===== config.mk =====
export PLATFORM = sky130hd
export DESIGN_NAME = timestamped_sample_history_unit
export DESIGN_NICKNAME = d
export VERILOG_FILES = /design/src/rtl/core/tshu_pkg.sv /design/src/rtl/core/tshu_ram.sv /design/src/rtl/core/tshu_front.sv /design/src/rtl/core/tshu_queue.sv /design/src/rtl/core/tshu_back.sv /design/src/rtl/core/timestamped_sample_history_unit.sv
export SDC_FILE = /design/constraint.sdc
export NUM_CORES = 1
export LEC_CHECK = 0
export BUFFER_PORTS_ARGS = -buffer_cell sky130_fd_sc_hd__buf_2
export CORE_MARGIN = 2
export CORE_UTILIZATION = 60
export CTS_BUF_LIST = sky130_fd_sc_hd__clkbuf_4 sky130_fd_sc_hd__clkbuf_8
export DETAILED_ROUTE_END_ITERATION = 8
export GPL_TIMING_DRIVEN = 1
export PLACE_DENSITY = 0.85
export SETUP_SLACK_MARGIN = 0.3
export SLEW_MARGIN = 20
export SYNTH_ARGS = -nofsm -noshare
export SYNTH_HDL_FRONTEND = slang
export SYNTH_HIERARCHICAL = 1
export SYNTH_SLANG_ARGS = --single-unit

===== constraint.sdc =====
create_clock -name i_clk -period 17.1 [get_ports i_clk]
set_clock_uncertainty 0.15 [all_clocks]
set_input_delay 0 -clock i_clk [delete_from_list [all_inputs] [get_ports i_clk]]
set_output_delay 0 -clock i_clk [all_outputs]
set_load 0.005 [all_outputs]

===== src/rtl/core/tshu_pkg.sv =====
// tshu_pkg: command, status and op codes and the op record that travels
// from the front end through the queue to the back end of the sample history.
// No dependencies.
`default_nettype none

package tshu_pkg;

    // input command codes
    localparam logic [1:0] CMD_ADD  = 2'd0;
    localparam logic [1:0] CMD_READ = 2'd1;
    localparam logic [1:0] CMD_DUMP = 2'd2;

    // result status codes
    localparam logic [1:0] ST_OK       = 2'd0;
    localparam logic [1:0] ST_EMPTY    = 2'd1;
    localparam logic [1:0] ST_MISMATCH = 2'd2;

    // classified op kinds
    localparam logic [1:0] OP_ADD  = 2'd0;
    localparam logic [1:0] OP_STAT = 2'd1;
    localparam logic [1:0] OP_READ = 2'd2;
    localparam logic [1:0] OP_DUMP = 2'd3;

    // field widths sized for the largest supported ring (64 entries)
    localparam int C_PTR_W = 6;
    localparam int C_CNT_W = 7;

    typedef struct packed {
        logic [1:0]         kind;
        logic [1:0]         status;
        logic               wrap;
        logic [C_PTR_W-1:0] addr;
        logic [C_CNT_W-1:0] count;
        logic [31:0]        value;
        logic [31:0]        stamp;
    } t_op;

endpackage

`default_nettype wire


===== src/rtl/core/tshu_ram.sv =====
// tshu_ram: generic single-port-write, single-port-read RAM with registered
// read data that holds while no read is issued. No dependencies.
`default_nettype none

module tshu_ram #(
    parameter int WIDTH = 64,
    parameter int DEPTH = 16
) (
    input  wire logic                     i_clk,
    input  wire logic                     i_we,
    input  wire logic [$clog2(DEPTH)-1:0] i_waddr,
    input  wire logic [WIDTH-1:0]         i_wdata,
    input  wire logic                     i_re,
    input  wire logic [$clog2(DEPTH)-1:0] i_raddr,
    output logic      [WIDTH-1:0]         o_rdata
);

    logic [WIDTH-1:0] r_mem [DEPTH];
    logic [WIDTH-1:0] r_rdata;

    // write port
    always_ff @(posedge i_clk) begin
        if (i_we) begin
            r_mem[i_waddr] <= i_wdata;
        end
    end

    // registered read port
    always_ff @(posedge i_clk) begin
        if (i_re) begin
            r_rdata <= r_mem[i_raddr];
        end
    end

    assign o_rdata = r_rdata;

endmodule

`default_nettype wire


===== src/rtl/core/tshu_front.sv =====
// tshu_front: accepts input items, checks kind and fill, resolves ring
// addresses and pushes one op per item of a known command. Holds the
// config register, write position and fill level. Depends on tshu_pkg.
`default_nettype none

module tshu_front import tshu_pkg::*; #(
    parameter int RING_DEPTH = 16
) (
    input  wire logic        i_clk,
    input  wire logic        i_rst_n,
    input  wire logic        i_cfg_we,
    input  wire logic        i_cfg_wdata,
    input  wire logic        i_valid,
    output logic             o_stall,
    input  wire logic [1:0]  i_command,
    input  wire logic        i_value_kind,
    input  wire logic [31:0] i_sample_value,
    input  wire logic [31:0] i_timestamp,
    input  wire logic [15:0] i_count_requested,
    input  wire logic        i_q_full,
    output logic             o_push,
    output t_op              o_op
);

    localparam int AW = (RING_DEPTH > 1) ? $clog2(RING_DEPTH) : 1;
    localparam int FW = $clog2(RING_DEPTH + 1);
    localparam int SW = AW + 1;
    localparam logic [SW-1:0] DEPTH_S = SW'(RING_DEPTH);
    localparam logic [AW-1:0] LAST_POS = AW'(RING_DEPTH - 1);
    localparam logic [FW-1:0] DEPTH_F = FW'(RING_DEPTH);

    logic          r_kind_setting;
    logic [AW-1:0] r_wp;
    logic [FW-1:0] r_fill;
    logic [AW-1:0] n_wp;
    logic [FW-1:0] n_fill;

    logic          accept;
    logic          kind_ok;
    logic          empty;
    logic [15:0]   fill_16;
    logic          read_all;
    logic          dump_all;
    logic [FW-1:0] span;
    logic [SW-1:0] back_sum;
    logic [AW-1:0] back_addr;

    assign o_stall = i_q_full;
    assign accept  = i_valid && !i_q_full;
    assign kind_ok = (i_value_kind == r_kind_setting);
    assign empty   = (r_fill == '0);
    assign fill_16 = 16'(r_fill);

    // clamp of the requested count to the fill level
    assign read_all = (i_count_requested == 16'd0) || (i_count_requested > fill_16);
    assign dump_all = (i_count_requested == 16'd0) || (i_count_requested >= fill_16);

    always_comb begin
        if (i_command == CMD_READ) begin
            span = read_all ? r_fill : i_count_requested[FW-1:0];
        end else begin
            span = dump_all ? r_fill : i_count_requested[FW-1:0];
        end
    end

    // position span entries behind the write position, modulo ring depth
    assign back_sum  = SW'(r_wp) + DEPTH_S - SW'(span);
    assign back_addr = (back_sum >= DEPTH_S) ? AW'(back_sum - DEPTH_S) : AW'(back_sum);

    // classify the item
    always_comb begin
        o_push       = 1'b0;
        o_op.kind    = OP_STAT;
        o_op.status  = ST_OK;
        o_op.wrap    = 1'b0;
        o_op.addr    = C_PTR_W'(back_addr);
        o_op.count   = C_CNT_W'(span);
        o_op.value   = i_sample_value;
        o_op.stamp   = i_timestamp;
        n_wp         = r_wp;
        n_fill       = r_fill;
        unique case (i_command)
            CMD_ADD: begin
                o_push = accept;
                if (!kind_ok) begin
                    o_op.status = ST_MISMATCH;
                end else begin
                    o_op.kind = OP_ADD;
                    o_op.addr = C_PTR_W'(r_wp);
                    o_op.wrap = (r_wp == LAST_POS);
                    if (accept) begin
                        n_wp = (r_wp == LAST_POS) ? '0 : r_wp + 1'b1;
                        if (r_fill != DEPTH_F) begin
                            n_fill = r_fill + 1'b1;
                        end
                    end
                end
            end
            CMD_READ: begin
                o_push = accept;
                if (!kind_ok) begin
                    o_op.status = ST_MISMATCH;
                end else if (empty) begin
                    o_op.status = ST_EMPTY;
                end else begin
                    o_op.kind  = OP_READ;
                    o_op.count = C_CNT_W'(1);
                end
            end
            CMD_DUMP: begin
                o_push = accept;
                if (empty) begin
                    o_op.status = ST_EMPTY;
                end else begin
                    o_op.kind = OP_DUMP;
                end
            end
            default: begin
                // unused command: taken and dropped
                o_push = 1'b0;
            end
        endcase
    end

    // config register and ring pointers
    always_ff @(posedge i_clk) begin
        if (!i_rst_n) begin
            r_kind_setting <= 1'b0;
            r_wp           <= '0;
            r_fill         <= '0;
        end else begin
            if (i_cfg_we) begin
                r_kind_setting <= i_cfg_wdata;
            end
            r_wp   <= n_wp;
            r_fill <= n_fill;
        end
    end

endmodule

`default_nettype wire


===== src/rtl/core/tshu_queue.sv =====
// tshu_queue: two-entry op queue between front end and back end.
// Depends on tshu_pkg.
`default_nettype none

module tshu_queue import tshu_pkg::*; (
    input  wire logic i_clk,
    input  wire logic i_rst_n,
    input  wire logic i_push,
    input  wire t_op  i_op,
    output logic      o_full,
    input  wire logic i_pop,
    output logic      o_valid,
    output t_op       o_op
);

    t_op        r_entry [2];
    logic       r_wr_ptr;
    logic       r_rd_ptr;
    logic [1:0] r_count;

    assign o_full  = (r_count == 2'd2);
    assign o_valid = (r_count != 2'd0);
    assign o_op    = r_entry[r_rd_ptr];

    // entry storage
    always_ff @(posedge i_clk) begin
        if (i_push) begin
            r_entry[r_wr_ptr] <= i_op;
        end
    end

    // pointers and occupancy
    always_ff @(posedge i_clk) begin
        if (!i_rst_n) begin
            r_wr_ptr <= 1'b0;
            r_rd_ptr <= 1'b0;
            r_count  <= 2'd0;
        end else begin
            if (i_push) begin
                r_wr_ptr <= !r_wr_ptr;
            end
            if (i_pop) begin
                r_rd_ptr <= !r_rd_ptr;
            end
            if (i_push && !i_pop) begin
                r_count <= r_count + 2'd1;
            end else if (i_pop && !i_push) begin
                r_count <= r_count - 2'd1;
            end
        end
    end

endmodule

`default_nettype wire


===== src/rtl/core/tshu_back.sv =====
// tshu_back: executes queued ops against the sample ring: writes adds,
// issues reads one sample per cycle while the output drains and drives
// the output register. Depends on tshu_pkg and tshu_ram.
`default_nettype none

module tshu_back import tshu_pkg::*; #(
    parameter int RING_DEPTH = 16
) (
    input  wire logic        i_clk,
    input  wire logic        i_rst_n,
    input  wire logic        i_q_valid,
    input  wire t_op         i_q_op,
    output logic             o_pop,
    output logic             o_valid,
    input  wire logic        i_stall,
    output logic [1:0]       o_status,
    output logic [31:0]      o_result_value,
    output logic [31:0]      o_window_base,
    output logic [31:0]      o_relative_time,
    output logic             o_wrapped,
    output logic             o_last
);

    localparam int AW = (RING_DEPTH > 1) ? $clog2(RING_DEPTH) : 1;
    localparam int FW = $clog2(RING_DEPTH + 1);
    localparam int SW = AW + 1;
    localparam logic [SW-1:0] DEPTH_S = SW'(RING_DEPTH);

    // read stage
    logic          r_s1_valid;
    logic          r_s1_first;
    logic          r_s1_last;
    logic          r_s1_dump;
    logic [FW-1:0] r_idx;
    logic [31:0]   r_base;

    // output register
    logic          r_out_valid;
    logic [1:0]    r_status;
    logic [31:0]   r_value;
    logic [31:0]   r_base_out;
    logic [31:0]   r_rel;
    logic          r_wrap;
    logic          r_last;

    logic          out_free;
    logic          s1_adv;
    logic          s1_free;
    logic          is_rd;
    logic          launch;
    logic          direct;
    logic          last_launch;
    logic [SW-1:0] addr_sum;
    logic [AW-1:0] rd_addr;
    logic          ram_we;
    logic [63:0]   ram_rdata;
    logic [31:0]   base_now;

    assign out_free = !r_out_valid || !i_stall;
    assign s1_adv   = r_s1_valid && out_free;
    assign s1_free  = !r_s1_valid || s1_adv;
    assign is_rd    = (i_q_op.kind == OP_READ) || (i_q_op.kind == OP_DUMP);

    // reads advance as long as the read stage can drain
    assign launch      = i_q_valid && is_rd && s1_free;
    assign last_launch = ((r_idx + 1'b1) == i_q_op.count[FW-1:0]);
    // adds and status results wait for the read stage to empty
    assign direct      = i_q_valid && !is_rd && !r_s1_valid && out_free;
    assign ram_we      = direct && (i_q_op.kind == OP_ADD);
    assign o_pop       = direct || (launch && last_launch);

    // address of the current sample, modulo ring depth
    assign addr_sum = SW'(i_q_op.addr[AW-1:0]) + SW'(r_idx);
    assign rd_addr  = (addr_sum >= DEPTH_S) ? AW'(addr_sum - DEPTH_S) : AW'(addr_sum);

    tshu_ram #(
        .WIDTH (64),
        .DEPTH (RING_DEPTH)
    ) u_ring (
        .i_clk   (i_clk),
        .i_we    (ram_we),
        .i_waddr (i_q_op.addr[AW-1:0]),
        .i_wdata ({i_q_op.stamp, i_q_op.value}),
        .i_re    (launch),
        .i_raddr (rd_addr),
        .o_rdata (ram_rdata)
    );

    // oldest sample of a dump sets the base time
    assign base_now = r_s1_first ? ram_rdata[63:32] : r_base;

    // sample index and read stage control
    always_ff @(posedge i_clk) begin
        if (!i_rst_n) begin
            r_idx      <= '0;
            r_s1_valid <= 1'b0;
        end else begin
            if (launch) begin
                r_idx      <= last_launch ? '0 : r_idx + 1'b1;
                r_s1_valid <= 1'b1;
            end else if (s1_adv) begin
                r_s1_valid <= 1'b0;
            end
        end
    end

    // read stage tags
    always_ff @(posedge i_clk) begin
        if (launch) begin
            r_s1_first <= (r_idx == '0);
            r_s1_last  <= last_launch;
            r_s1_dump  <= (i_q_op.kind == OP_DUMP);
        end
        if (s1_adv && r_s1_first) begin
            r_base <= ram_rdata[63:32];
        end
    end

    // output valid
    always_ff @(posedge i_clk) begin
        if (!i_rst_n) begin
            r_out_valid <= 1'b0;
        end else if (s1_adv || direct) begin
            r_out_valid <= 1'b1;
        end else if (!i_stall) begin
            r_out_valid <= 1'b0;
        end
    end

    // output payload
    always_ff @(posedge i_clk) begin
        if (s1_adv) begin
            r_status   <= ST_OK;
            r_value    <= ram_rdata[31:0];
            r_base_out <= r_s1_dump ? base_now : 32'd0;
            r_rel      <= r_s1_dump ? (ram_rdata[63:32] - base_now) : 32'd0;
            r_wrap     <= 1'b0;
            r_last     <= r_s1_last;
        end else if (direct) begin
            r_status   <= i_q_op.status;
            r_value    <= 32'd0;
            r_base_out <= 32'd0;
            r_rel      <= 32'd0;
            r_wrap     <= (i_q_op.kind == OP_ADD) && i_q_op.wrap;
            r_last     <= 1'b1;
        end
    end

    assign o_valid         = r_out_valid;
    assign o_status        = r_status;
    assign o_result_value  = r_value;
    assign o_window_base   = r_base_out;
    assign o_relative_time = r_rel;
    assign o_wrapped       = r_wrap;
    assign o_last          = r_last;

endmodule

`default_nettype wire


===== src/rtl/core/timestamped_sample_history_unit.sv =====
// timestamped_sample_history_unit: top level of the timestamped sample ring.
// Depends on tshu_pkg, tshu_front, tshu_queue, tshu_back (and tshu_ram).
//
//   channel  | handshake             | payload
//   ---------+-----------------------+------------------------------------------
//   input    | i_valid / o_stall     | command, value_kind, sample_value,
//            |                       | timestamp, count_requested
//   result   | o_valid / i_stall     | status, result_value, window_base,
//            |                       | relative_time, wrapped, last
//   config   | i_cfg_we              | i_cfg_wdata (value kind setting)
//
// Add and status items go straight to the output register; an add or status item right
// behind a read or dump waits for the read stage to empty. A dump of m samples makes
// one ring read per sample on the single read port. A read result passes the ring read
// register, then the output register, once its op reaches the back end. Reset clears
// pointers, fill level, queue and config; ring contents stay undefined, no clearing pass.
// The two-entry op queue lets each side stall alone.
`default_nettype none

module timestamped_sample_history_unit import tshu_pkg::*; #(
    parameter int RING_DEPTH = 16
) (
    input  wire logic        i_clk,
    input  wire logic        i_rst_n,
    input  wire logic        i_cfg_we,
    input  wire logic        i_cfg_wdata,
    input  wire logic        i_valid,
    output logic             o_stall,
    input  wire logic [1:0]  i_command,
    input  wire logic        i_value_kind,
    input  wire logic [31:0] i_sample_value,
    input  wire logic [31:0] i_timestamp,
    input  wire logic [15:0] i_count_requested,
    output logic             o_valid,
    input  wire logic        i_stall,
    output logic [1:0]       o_status,
    output logic [31:0]      o_result_value,
    output logic [31:0]      o_window_base,
    output logic [31:0]      o_relative_time,
    output logic             o_wrapped,
    output logic             o_last
);

    logic q_full;
    logic push;
    t_op  push_op;
    logic q_valid;
    t_op  head_op;
    logic pop;

    // front end: accept and classify
    tshu_front #(
        .RING_DEPTH (RING_DEPTH)
    ) u_front (
        .i_clk             (i_clk),
        .i_rst_n           (i_rst_n),
        .i_cfg_we          (i_cfg_we),
        .i_cfg_wdata       (i_cfg_wdata),
        .i_valid           (i_valid),
        .o_stall           (o_stall),
        .i_command         (i_command),
        .i_value_kind      (i_value_kind),
        .i_sample_value    (i_sample_value),
        .i_timestamp       (i_timestamp),
        .i_count_requested (i_count_requested),
        .i_q_full          (q_full),
        .o_push            (push),
        .o_op              (push_op)
    );

    // op queue
    tshu_queue u_queue (
        .i_clk   (i_clk),
        .i_rst_n (i_rst_n),
        .i_push  (push),
        .i_op    (push_op),
        .o_full  (q_full),
        .i_pop   (pop),
        .o_valid (q_valid),
        .o_op    (head_op)
    );

    // back end: ring access and results
    tshu_back #(
        .RING_DEPTH (RING_DEPTH)
    ) u_back (
        .i_clk           (i_clk),
        .i_rst_n         (i_rst_n),
        .i_q_valid       (q_valid),
        .i_q_op          (head_op),
        .o_pop           (pop),
        .o_valid         (o_valid),
        .i_stall         (i_stall),
        .o_status        (o_status),
        .o_result_value  (o_result_value),
        .o_window_base   (o_window_base),
        .o_relative_time (o_relative_time),
        .o_wrapped       (o_wrapped),
        .o_last          (o_last)
    );

endmodule

`default_nettype wire

==> results.md <==
- Ratio of cells with drive above 1 in the final layout: 28.7%
- Clock sinks: 1401
- Family with the most delay on the worst path: buffers and inverters
- Setup CP Type: reg -> reg
- IO buf count: 190
- # hold bufs at CTS: 159
- Wire per inst: 27.4 um
- Most frequent CP cell: buf_4
- Worst setup EP type: register
- Worst slew margin: 21.6%
- Total die area: 94000 um^2
- Fin crit share: 29.5%
- Vias in the first global route: 30100
- Met2 Use GR: 45.8%
- Final Power: 9870 uW
- GRT Overall Usage: 26.7%
- Hold Path Stages: 4
- Met1 Usage GRT: 33.7%
- Max Slew Vio Count: 0
- Via count: 28700
- Clk_lat worst skew: 0.89 ns
- Syn Nets: 2876
- Min Tclk post-route: 5.05 ns
- Synth Instances: 2737
- Post-Route WL: 124000 um
- Worst endpoint required time: 17.42 ns
- Core Region: 91200 um^2
- Post-Syn Area: 55000 um^2
- # placed instances: 3974
- Status: completed
- Slowest-stage cell, CP: dfxtp_4
- Io pins: 191
- Synth warnings: 6
- RSZ-0062 raised after global routing: no
- Final WS setup: 12.05 ns
- Die height: 307 um
- Fin util: 68.6%
- Final net count: 3296
- Die X: 307 um
- Max rail drop VDD: 0.139 mV
- Gr busiest metal: met2
- Finished Layout Cells: 4522
- TritonCTS buffer count: 207
- Pre-CTS setup slack: 12.10 ns
- FF-to-FF path depth: 9
- Vias per cell: 6.36
- Min-Delay Path Class: in -> reg
- Initial antenna violation count: 2
- CTS tree: yes
- Crit-path max FO: 46
- Area of the multi-input gates: 12100 um^2
- Root buffer cell: clkbuf_8
- Worst-path cell chain: buf_4 -> mux2_2 -> nor2b_1 -> nand2_1 -> nor2_1 -> nand3_1 -> nor3_2 -> buf_4 -> buf_4
- CTS Buffer Depth: 3
- Pwr dens: 158 nW/um^2
- Type of origin of the critical path: register
- H-tree depth: 4
- Slowest stage delay, CP: 0.74 ns
- Critical path depth: 9
- FF+latch area: 41800 um^2
- DR DRC count: 0
- Number of max-cap violations: 0
- Layout fillers: 5211
- First-pass GRT wire length: 184000 um
- Antenna-violating nets left: 0
- Rows: 111
- Achievable Freq: 198 MHz
- M3 GR Usage: 4.92%
- Area growth from synthesis to layout: 14.0%
- Setup Viol. Count Final: 0
- Post-DP HPWL: 64700 um
- Worst setup path endpoint: u_back/u_ring/r_mem[12][41]
- Setup tns final: 0 ns
- Hold Fails Final Rpt: 0
- Critical Path AT: 5.37 ns
- Largest net degree at the start of global routing: 132
- Flop2flop setup slack: 12.05 ns
- Worst-Margin Slew: 1.18 ns
- 1st-pass router iterations: 5
- Total grt overflow: 0
- Clock-pin slew on the worst setup and hold paths: 0.06 ns
- Postcts setup bufs: 0
- Static Leakage: 0.0210 uW
- Reg2reg end: u_back/u_ring/r_mem[12][41]
- PostCTS Resize Cnt: 0
- CP bufs+invs: 3
- Starting Density: 60.2%
- Final GP Congestion: 0.889
- Detailed Route Iter0 Violations: 3253
- Synth Area per Inst: 20.1 um^2
where the power goes:
part	switching [uW]	internal [uW]
Sequential	133	4280
Combinational	1570	1220
Clock	1280	1390
sequential cells by signal, summed over array words and instances (netlist names), 2 cells and up, named ones only:
signal / count
u_back/u_ring/r_mem: 1024
u_queue/r_entry: 156
u_back/u_ring/o_rdata: 64
u_back/o_relative_time: 32
u_back/o_result_value: 32
u_back/o_window_base: 32
u_back/r_base: 32
u_back/r_idx: 5
u_front/r_fill: 5
u_front/r_wp: 4
u_back/o_status: 2
u_queue/r_count: 2
routing by layer:
layer	part of all wire, %	vias to the layer above
met5	0.010	-
met4	3.3	2
met3	8.9	303
met2	52	1691
met1	36	14800
li1	-	12000
cells in the final DEF (no fill, tap or decap), types with 12 or more instances in the layout:
cell / count
nand2b_1: 15
buf_2: 190
a21oi_1: 39
nand4_1: 23
edfxtp_1: 1376
nand2_1: 110
clkbuf_4: 61
and2_1: 16
dlygate4sd3_1: 159
a21o_1: 12
xor2_1: 27
clkinv_2: 27
nor2_4: 14
mux2i_1: 45
xnor2_1: 26
mux4_2: 256
clkbuf_8: 211
buf_4: 50
o21ai_0: 19
nor2_1: 95
a22oi_1: 129
ha_1: 47
clkinv_1: 62
mux2_2: 80
and3_1: 36
dfxtp_1: 23
inv_1: 26
layout make-up:
class | count | share of cell area (%)
repair buffers | 403 | 4.80
flip-flops and latches | 1401 | 66.8
multi-input cells | 1117 | 19.2
clock inverters | 113 | 1.26
clock buffers | 272 | 5.37
well taps | 1186 | 2.37
inverters | 27 | 0.174
diodes | 3 | 0.0120
stage by stage:
stage	hold WS, ns	area [um^2]
2_1_floorplan	-0.0325	55000
3_3_place_gp	0.0383	56800
4_1_cts	0.00327	62600
3_5_place_dp	0.0407	56900
5_1_grt	0.0945	62600
6_report	0.0545	62600
worst min-delay path, delay by kind of cell:
| family | cells | cell delay [ns] |
|---|---|---|
| buffers and inverters | 2 | 0.68 |
| and+or+nand+nor | 2 | 0.27 |
how the worst min path moves through the flow:
stage,slack [ns],end,from
final,0.05,u_queue/r_entry[1][80],i_command[0]
after global routing,0.09,u_queue/r_entry[1][80],i_command[0]
after CTS,0.003,u_front/r_wp[3],i_valid
after detailed placement,0.04,u_queue/r_entry[0][47],i_sample_value[15]
after global placement,0.04,u_queue/r_entry[0][42],i_sample_value[10]
after floorplan,-0.03,u_queue/r_wr_ptr,i_rst_n
Power figures use the tool's default switching activity.
